<file path="src/design/lkv_pkg.sv">
// ----------------------------------------------------------------------------
// LRU key-value cache package
// Shared types for the cache cells and the top-level control.
// ----------------------------------------------------------------------------
package lkv_pkg;

  // Sequencer states of the top level.
  typedef enum logic [1:0] {
    ST_IDLE,
    ST_LOOKUP,
    ST_UPDATE
  } state_t;

  // Update operation broadcast to every cell.
  typedef enum logic [1:0] {
    OP_NONE,
    OP_HIT,
    OP_FILL,
    OP_EVICT
  } op_t;

  // Request broadcast to every cell.
  typedef struct packed {
    op_t         op;
    logic        is_set;
    logic [31:0] key;
    logic [31:0] value;
  } cmd_t;

  // Search result handed from one cell to the next; the lowest slot wins.
  typedef struct packed {
    logic        hit_found;
    logic [31:0] hit_value;
    logic        lru_found;
    logic [31:0] lru_key;
  } link_t;

endpackage

</file>
<file path="src/design/lkv_cell.sv">
// ----------------------------------------------------------------------------
// LRU key-value cache cell
// One slot of the cache: key, word and recency rank, with its part of the
// search chain and its own rank update.
// ----------------------------------------------------------------------------
module lkv_cell import lkv_pkg::*; #(
  parameter int ENTRIES = 16,
  parameter int INDEX   = 0,
  localparam int RW     = $clog2(ENTRIES),
  localparam int FW     = $clog2(ENTRIES + 1)
) (
  input  logic          clk,
  input  logic          rst,
  input  logic          look,
  input  cmd_t          cmd,
  input  logic [FW-1:0] fill_count,
  input  logic [RW-1:0] limit,
  input  link_t         link_in,
  input  logic [RW-1:0] rank_in,
  output link_t         link_out,
  output logic [RW-1:0] rank_out
);

  logic [31:0]   key_q;
  logic [31:0]   value_q;
  logic [RW-1:0] rank;
  logic          sel;
  logic          lru;
  logic          occ;
  logic          match;
  logic          is_lru;
  logic          take_hit;
  logic          take_lru;

  // The slot is occupied while it lies below the fill count.
  assign occ      = FW'(INDEX) < fill_count;
  assign match    = occ && (key_q == cmd.key);
  assign is_lru   = occ && (rank == RW'(ENTRIES - 1));
  assign take_hit = match && !link_in.hit_found;
  assign take_lru = is_lru && !link_in.lru_found;

  // Search chain: a lower slot that already matched keeps priority.
  always_comb begin
    link_out = link_in;
    rank_out = rank_in;
    if (take_hit) begin
      link_out.hit_found = 1'b1;
      link_out.hit_value = value_q;
      rank_out           = rank;
    end
    if (take_lru) begin
      link_out.lru_found = 1'b1;
      link_out.lru_key   = key_q;
    end
  end

  // Selection flags captured at the end of the lookup cycle.
  always_ff @(posedge clk) begin
    if (rst) begin
      sel <= 1'b0;
      lru <= 1'b0;
    end else if (look) begin
      sel <= take_hit;
      lru <= take_lru;
    end
  end

  // Rank update and slot write.
  always_ff @(posedge clk) begin
    if (rst) begin
      rank <= '0;
    end else begin
      case (cmd.op)
        OP_HIT: begin
          if (sel) begin
            rank <= '0;
          end else if (occ && rank < limit) begin
            rank <= rank + 1'b1;
          end
        end
        OP_FILL: begin
          if (FW'(INDEX) == fill_count) begin
            rank <= '0;
          end else if (occ) begin
            rank <= rank + 1'b1;
          end
        end
        OP_EVICT: begin
          if (lru) begin
            rank <= '0;
          end else if (rank < limit) begin
            rank <= rank + 1'b1;
          end
        end
        default: begin
          rank <= rank;
        end
      endcase
    end
  end

  // Key and word storage.
  always_ff @(posedge clk) begin
    if ((cmd.op == OP_HIT && sel && cmd.is_set) ||
        (cmd.op == OP_FILL && FW'(INDEX) == fill_count) ||
        (cmd.op == OP_EVICT && lru)) begin
      value_q <= cmd.value;
    end
    if ((cmd.op == OP_FILL && FW'(INDEX) == fill_count) ||
        (cmd.op == OP_EVICT && lru)) begin
      key_q <= cmd.key;
    end
  end

endmodule

</file>
<file path="src/design/lru_key_value_cache.sv">
// ----------------------------------------------------------------------------
// LRU key-value cache
// Fully associative key-value cache with least-recently-used replacement,
// built as a row of slot cells.
// ----------------------------------------------------------------------------
// Usage:
//   The input channel (in_valid, in_stall) carries one request per
//   transaction: req_type 0 looks up key, req_type 1 stores value under key.
//   The output channel (out_valid, out_stall) returns one result per
//   request, in request order: hit, read_value, evicted and evicted_key.
//   A request passes through a lookup cycle, in which every cell
//   compares its key and the search chain through the cells picks the
//   matching slot and the least recent slot, and then an update cycle in
//   which all cells adjust their ranks and the chosen slot is written. The
//   result is written to the output register at the end of the update
//   cycle, and a new request is taken in the update cycle, so the block
//   takes a new request only while idle or as the last one is updated.
//   A result waiting in the output register does not block the lookup of
//   the next request; the update waits while out_stall holds the previous
//   result, and in_stall stays high meanwhile.
//   Reset empties the cache: the fill count and all ranks return to zero.
// ----------------------------------------------------------------------------
module lru_key_value_cache import lkv_pkg::*; #(
  parameter int ENTRIES = 16,
  localparam int RW     = $clog2(ENTRIES),
  localparam int FW     = $clog2(ENTRIES + 1)
) (
  input  logic        clk,
  input  logic        rst,
  input  logic        in_valid,
  output logic        in_stall,
  input  logic        req_type,
  input  logic [31:0] key,
  input  logic [31:0] value,
  output logic        out_valid,
  input  logic        out_stall,
  output logic        hit,
  output logic [31:0] read_value,
  output logic        evicted,
  output logic [31:0] evicted_key
);

  state_t        state;
  state_t        state_next;
  logic          req_set;
  logic [31:0]   req_key;
  logic [31:0]   req_value;
  logic [FW-1:0] fill_count;
  logic          hit_q;
  logic [31:0]   hit_value_q;
  logic [RW-1:0] hit_rank_q;
  logic [31:0]   lru_key_q;
  logic          out_free;
  logic          accept;
  logic          look;
  logic          upd;
  op_t           op;
  cmd_t          cmd;
  logic [RW-1:0] limit;
  link_t         links [ENTRIES+1];
  logic [RW-1:0] ranks [ENTRIES+1];

  assign out_free = !out_valid || !out_stall;
  assign look     = (state == ST_LOOKUP);
  assign accept   = in_valid && !in_stall;

  // Sequencer: next state and handshake.
  always_comb begin
    state_next = state;
    in_stall   = 1'b1;
    upd        = 1'b0;
    case (state)
      ST_IDLE: begin
        in_stall = 1'b0;
        if (in_valid) begin
          state_next = ST_LOOKUP;
        end
      end
      ST_LOOKUP: begin
        state_next = ST_UPDATE;
      end
      ST_UPDATE: begin
        if (out_free) begin
          upd        = 1'b1;
          in_stall   = 1'b0;
          state_next = in_valid ? ST_LOOKUP : ST_IDLE;
        end
      end
      default: begin
        state_next = ST_IDLE;
      end
    endcase
  end

  always_ff @(posedge clk) begin
    if (rst) begin
      state <= ST_IDLE;
    end else begin
      state <= state_next;
    end
  end

  // Request register.
  always_ff @(posedge clk) begin
    if (accept) begin
      req_set   <= req_type;
      req_key   <= key;
      req_value <= value;
    end
  end

  // Update operation chosen from the lookup result.
  always_comb begin
    op    = OP_NONE;
    limit = RW'(ENTRIES - 1);
    if (upd) begin
      if (hit_q) begin
        op    = OP_HIT;
        limit = hit_rank_q;
      end else if (req_set) begin
        op = (fill_count == FW'(ENTRIES)) ? OP_EVICT : OP_FILL;
      end
    end
  end

  assign cmd.op     = op;
  assign cmd.is_set = req_set;
  assign cmd.key    = req_key;
  assign cmd.value  = req_value;

  // Row of slot cells with the search chain running from slot zero up.
  assign links[0] = '0;
  assign ranks[0] = '0;

  for (genvar i = 0; i < ENTRIES; i++) begin : g_cell
    lkv_cell #(
      .ENTRIES (ENTRIES),
      .INDEX   (i)
    ) u_cell (
      .clk        (clk),
      .rst        (rst),
      .look       (look),
      .cmd        (cmd),
      .fill_count (fill_count),
      .limit      (limit),
      .link_in    (links[i]),
      .rank_in    (ranks[i]),
      .link_out   (links[i+1]),
      .rank_out   (ranks[i+1])
    );
  end

  // Lookup result captured at the end of the chain.
  always_ff @(posedge clk) begin
    if (rst) begin
      hit_q <= 1'b0;
    end else if (look) begin
      hit_q <= links[ENTRIES].hit_found;
    end
  end

  always_ff @(posedge clk) begin
    if (look) begin
      hit_value_q <= links[ENTRIES].hit_value;
      hit_rank_q  <= ranks[ENTRIES];
      lru_key_q   <= links[ENTRIES].lru_key;
    end
  end

  // Occupancy count.
  always_ff @(posedge clk) begin
    if (rst) begin
      fill_count <= '0;
    end else if (op == OP_FILL) begin
      fill_count <= fill_count + 1'b1;
    end
  end

  // Output register.
  always_ff @(posedge clk) begin
    if (rst) begin
      out_valid <= 1'b0;
    end else if (upd) begin
      out_valid <= 1'b1;
    end else if (!out_stall) begin
      out_valid <= 1'b0;
    end
  end

  always_ff @(posedge clk) begin
    if (upd) begin
      hit         <= hit_q;
      read_value  <= (hit_q && !req_set) ? hit_value_q : 32'd0;
      evicted     <= (op == OP_EVICT);
      evicted_key <= (op == OP_EVICT) ? lru_key_q : 32'd0;
    end
  end

endmodule

</file>
<file path="config.mk">
export PLATFORM = sky130hd
export DESIGN_NAME = lru_key_value_cache
export DESIGN_NICKNAME = d
export VERILOG_FILES = /design/src/design/lkv_pkg.sv /design/src/design/lkv_cell.sv /design/src/design/lru_key_value_cache.sv
export SDC_FILE = /design/constraint.sdc
export NUM_CORES = 2
export LEC_CHECK = 0
export ABC_AREA = 1
export BUFFER_PORTS_ARGS = -buffer_cell sky130_fd_sc_hd__buf_2
export CAP_MARGIN = 0
export CORE_MARGIN = 10
export CORE_UTILIZATION = 40
export CTS_BUF_LIST = sky130_fd_sc_hd__clkbuf_8
export DETAILED_ROUTE_END_ITERATION = 10
export HOLD_SLACK_MARGIN = 0.12
export SLEW_MARGIN = 15
export SYNTH_ARGS = -nofsm -noshare
export SYNTH_HDL_FRONTEND = slang
export SYNTH_HIERARCHICAL = 1
export SYNTH_SLANG_ARGS = --single-unit
</file>
<file path="constraint.sdc">
create_clock -name clk -period 29.3 [get_ports clk]
set_input_delay 5.86 -clock clk [delete_from_list [all_inputs] [get_ports clk]]
set_output_delay 5.86 -clock clk [all_outputs]
set_load 0.02 [all_outputs]
</file>
## Yosys cells after proc, flatten, opt, wreduce, memory -nomap -nowiden

Cells that the tools add are included.

| operators by class | value |
|---|---|
| $add $sub $neg | 17 |
| $mul | 0 |
| div/mod/pow operators | 0 |
| magnitude comparators | 32 |
| eq/ne operators | 104 |
| shifts and indexed selects | 0 |
| multiplexer cells | 176 |
| bitwise logic cells | 0 |
| reductions and logical operators | 247 |

Operator list:

| cell | number |
|---|---|
| $mux W33 | 31 |
| $eq A32 B32 Y1 | 16 |
| $mux W4 | 114 |
| $pmux W4 S3 | 16 |
| $logic_and A1 B1 Y1 | 144 |
| $ne A3 B1 Y1 const B | 48 |
| $add A4 B1 Y4 const B | 16 |
| $eq A4 B4 Y1 const B | 16 |
| $lt A4 B4 Y1 | 16 |
| $reduce_and A4 Y1 | 16 |
| $logic_or A1 B1 Y1 | 49 |
| $eq A4 B5 Y1 const A | 8 |
| $lt A4 B5 Y1 const A | 8 |
| $logic_not A1 Y1 | 34 |
| $mux W32 | 1 |
| $eq A3 B5 Y1 const A | 4 |
| $lt A3 B5 Y1 const A | 4 |
| $eq A2 B5 Y1 const A | 2 |
| $lt A1 B5 Y1 const A | 2 |
| $lt A2 B5 Y1 const A | 2 |
| $mux W2 | 5 |
| $mux W1 | 7 |
| $eq A2 B2 Y1 const B | 3 |
| $pmux W2 S3 | 1 |
| 11 further kinds | 13 |

| storage, ports and cells | value |
|---|---|
| flip-flop bits (word level) | 1328 |
| bits in latches | 0 |
| RAM bits | 0 |
| ROM bits | 0 |
| bits of input ports | 69 |
| logic and storage cells | 670 |
| memories | 0 |

## Logic depth before layout (Yosys ltp)

| logic depth | value |
|---|---|
| word-level depth | 48 |
| mapped depth | 72 |
| mapped depth without buffers | 42 |

## Cells and area by module

Netlist, hierarchy kept.

Modules (own cells, without submodules):

| module | instances | cells each | area an instance (sq um) |
|---|---|---|---|
| lru_key_value_cache | 1 | 421 | 7309.5 |
| lkv_cell at g_cell[10].u_cell | 1 | 473 | 4276.6 |
| lkv_cell at g_cell[12].u_cell | 1 | 468 | 4254.1 |
| lkv_cell at g_cell[9].u_cell | 1 | 544 | 4241.6 |
| lkv_cell at g_cell[0].u_cell | 1 | 513 | 4237.8 |
| lkv_cell at g_cell[8].u_cell | 1 | 471 | 4222.8 |
| lkv_cell at g_cell[15].u_cell | 1 | 551 | 4206.5 |
| lkv_cell at g_cell[6].u_cell | 1 | 538 | 4205.3 |
| lkv_cell at g_cell[11].u_cell | 1 | 529 | 4194.0 |
| lkv_cell at g_cell[3].u_cell | 1 | 532 | 4187.8 |
| lkv_cell at g_cell[7].u_cell | 1 | 528 | 4186.5 |
| lkv_cell at g_cell[13].u_cell | 1 | 521 | 4179.0 |
| lkv_cell at g_cell[5].u_cell | 1 | 524 | 4170.2 |
| lkv_cell at g_cell[1].u_cell | 1 | 526 | 4169.0 |
| +3 rows | n/a | n/a | n/a |

## Least setup slack after synthesis

Ideal clock, no wire load.

| timing | value |
|---|---|
| kind | input-to-reg |
| start point | input out_stall |
| end point | register g_cell[7].u_cell.value_q[0] (enable) |
| setup time | 390 ps |
| arrival time | 12364 ps |
| slack | 16546 ps |
| cell stages on the path | 7 |
| path buffers | 0 |
| cells stage by stage | nand2_1 -> nand3_2 -> a21oi_1 -> nand2_1 -> o21ai_0 -> inv_1 -> nand2_1 |

| between the ends | value |
|---|---|
| longest elaborated chain between the ends | 10 |
| elaborated cells between the ends (all ways) | 14 |
| those cells by class | eq/ne (3); mux (3); reduce/logical (8) |

Ends and longest elaborated chain:

| element | line | RTL |
|---|---|---|
| from (decl) | lru_key_value_cache.sv:36 | `input logic out_stall,` |
| $logic_not A1 Y1 (*) | n/a |  |
| $logic_or A1 B1 Y1 (*) | lru_key_value_cache.sv:63 | `assign out_free = !out_valid \|\| !out_stall;` |
| $mux W1 (*) | lru_key_value_cache.sv:83 | `if (out_free) begin` |
| $mux W1 (*) | lru_key_value_cache.sv:72 | `case (state)` |
| $mux W2 (*) | lru_key_value_cache.sv:116 | `if (upd) begin` |
| named net op[0] | lru_key_value_cache.sv:57 | `op_t op;` |
| $eq A2 B1 Y1 | lkv_cell.sv:104 | `if ((cmd.op == OP_HIT && sel && cmd.is_set) \|\|` |
| $logic_and A1 B1 Y1 (2 in a row) | lkv_cell.sv:104 |  |
| $logic_or A1 B1 Y1 | lkv_cell.sv:104 |  |
| $logic_or A1 B1 Y1 (*) | lkv_cell.sv:105 | `(cmd.op == OP_FILL && FW'(INDEX) == fill_count) \|\|` |
| to (signal assigned) | lkv_cell.sv:107 | `value_q <= cmd.value;` |
| to (decl) | lkv_cell.sv:25 | `logic [31:0] value_q;` |

Mark *: on every way through the listed nets, which the timed path passes. The rest lies on a longest branch.
A chain may end at the register's enable or synchronous reset.

## Worst setup path after layout

| timing | value |
|---|---|
| start point | input out_stall |
| end point | output in_stall |

| between the ends | value |
|---|---|
| longest elaborated chain between the ends | 4 |

Ends and longest elaborated chain:

| element | line | RTL |
|---|---|---|
| $logic_not A1 Y1 | n/a |  |
| $logic_or A1 B1 Y1 | lru_key_value_cache.sv:63 |  |
| $mux W1 | lru_key_value_cache.sv:83 |  |
| $pmux W1 S2 | lru_key_value_cache.sv:72 |  |
| to (decl) | lru_key_value_cache.sv:31 | `output logic in_stall,` |

No other way between the ends.

==> metrics.txt <==
outcome completed; hold_buf cts 0; CP Buf/Inv Count 3; total number of vias 56760; global-route wire length before repair 312 mm; achievable frequency 80.7 MHz; fin area 81400 um^2; Avg Inst Size Synth 8.73 um^2; CP required 23440 ps; critical-path cell list buf_2 -> nand2_1 -> nor2_1 -> inv_1 -> nand2_1 -> buf_2; Crit path max-delay family simple AND/OR/NAND/NOR gates; reg2reg end hit_value_q[12]; Avg WL per Cell 17.6 um; period utilization 0.423; fill count 18144; Slew headroom 0.248; Setup Skew 45.3 ps; CP max stage delay 190 ps; drt drc 0; CP Capture Type output port; Max IR drop VDD 38.6 uV; die height 451 um; router iterations before antenna repair 6; TritonCTS clock tree done; number of port buffers 136; CTS buffer count 233; hold path cells 0; vias in the first global route 54356; hold_sp hit_q; CP max stage cell buf_2; TritonCTS Sinks 1328; Pwr Density 49.8 nW/um^2; Post-CTS Resized 0; multi-input logic area 29800 um^2; Worst Path Max Fanout 4; Worst Hold Class flip-flop to flip-flop; FP Rows 158; startpoint types primary input; Hold Vio Cnt, Final 0; min Tclk post-route 12400 ps; I/O pin total 137; core area 185000 um^2; hpwl dp 146 mm; root buffer cell clkbuf_8; die area 203000 um^2; largest net degree at the start of global routing 75; nets 8889; cells after synthesis 8519; Worst Tran Pin Value 1120 ps; post-CTS setup buffer count 0; vias per inst 4.96; max cap viols 0; Setup Crit Path Kind primary input to output port; H-Tree Depth 4; Worst R2R Setup Slack 18290 ps; Initial Util 0.402; RSZ-0062 raised after global routing no; Placer Congestion 0.927; Ys Warns 6; hold endpoint hit; CTS clk-pin slew, worst paths 60 ps; initial antenna violation count 2; R2R depth 54; total negative slack 0 ps; register area 38800 um^2; Final Core Density 0.440; area delta synth->final 9.56%; final setup violating endpoints 0; Routed WL 201 mm; final max-slew violation count 0; Worst-Skew Late Latency 980 ps; worst r2r src fill_count[0]; GRT Resource Usage Total 0.191; die width 451 um; Routed Antenna Nets 0; Pleak 36.7 nW; fraction of layout cells with a size suffix above 1 0.105; overall power 4.05 mW; detailed router's first-iteration violation count 4466; crit path DAT 6540 ps; grt ovf 0; Synth Cell Area 74300 um^2; Area after DPL 77000 um^2; clock buffer depth 3
[flip-flops by register name (all words and copies together) (netlist names), 4 cells and up]
name                   count
g_cell.u_cell/lru         16
g_cell.u_cell/value_q    512
evicted_key               32
hit_value_q               32
lru_key_q                 32
g_cell.u_cell/rank        64
req_key                   32
hit_rank_q                 4
g_cell.u_cell/sel         16
read_value                32
req_value                 32
g_cell.u_cell/key_q      512
fill_count                 5
[worst max-delay path by stage]
stage          startpoint                          end  cells after the start
6_report        out_stall                     in_stall                      6
3_3_place_gp    out_stall                     in_stall                      6
2_1_floorplan   out_stall  g_cell[7].u_cell/value_q[0]                      7
5_1_grt         out_stall                     in_stall                      6
4_1_cts         out_stall                     in_stall                      6
3_5_place_dp    out_stall                     in_stall                      6
[layer usage]
layer | wire length, um | global-route usage
met1 | 92500 | 0.261
met3 | 11100 | 0.0298
met2 | 89700 | 0.302
met5 | 0 | 0
met4 | 8130 | 0.0775
[layout make-up]
class                      count  share of cell area
antenna                        7            0.000215
clock buffer                 244              0.0412
clock inverter               198              0.0136
inverter                    1000              0.0461
multi-input combinational   5951               0.366
sequential                  1328               0.477
tap                         2480              0.0381
timing repair buffer         240              0.0179
[power by group]
| group | total [mW] | leakage (nW) | internal [mW] | switching [mW] |
|---|---|---|---|---|
| registers | 2.12 | 11.9 | 2.09 | 0.0279 |
| logic | 0.288 | 22.2 | 0.0878 | 0.200 |
| clock network | 1.64 | 2.61 | 0.845 | 0.799 |
| total | 4.05 | 36.7 | 3.02 | 1.03 |
[cell usage in the layout (no fill, tap or decap), types with 51 or more instances in the layout]
cell      count
inv_1      1031
nand4_1     635
dfxtp_1     105
mux2_2      141
xnor2_1     153
clkbuf_8    244
buf_2       136
nor2_1      627
o21ai_0     381
ha_1         66
xor2_1       74
nand2_1    3107
nand3_1     209
a21oi_1      87
conb_1       70
buf_4       104
inv_2        51
clkinv_1     62
edfxtp_1   1223
nor2_4       54
[metrics by stage]
stage	hold WS (ps)	cells	worst slack [ps]
floorplan	473	8588	16550
global placement	499	10999	16850
detailed placement	504	10999	16900
CTS	523	11441	16900
global route	537	11443	16800
finish	518	11448	16900
Note: power is estimated with default switching activity, not from simulation.
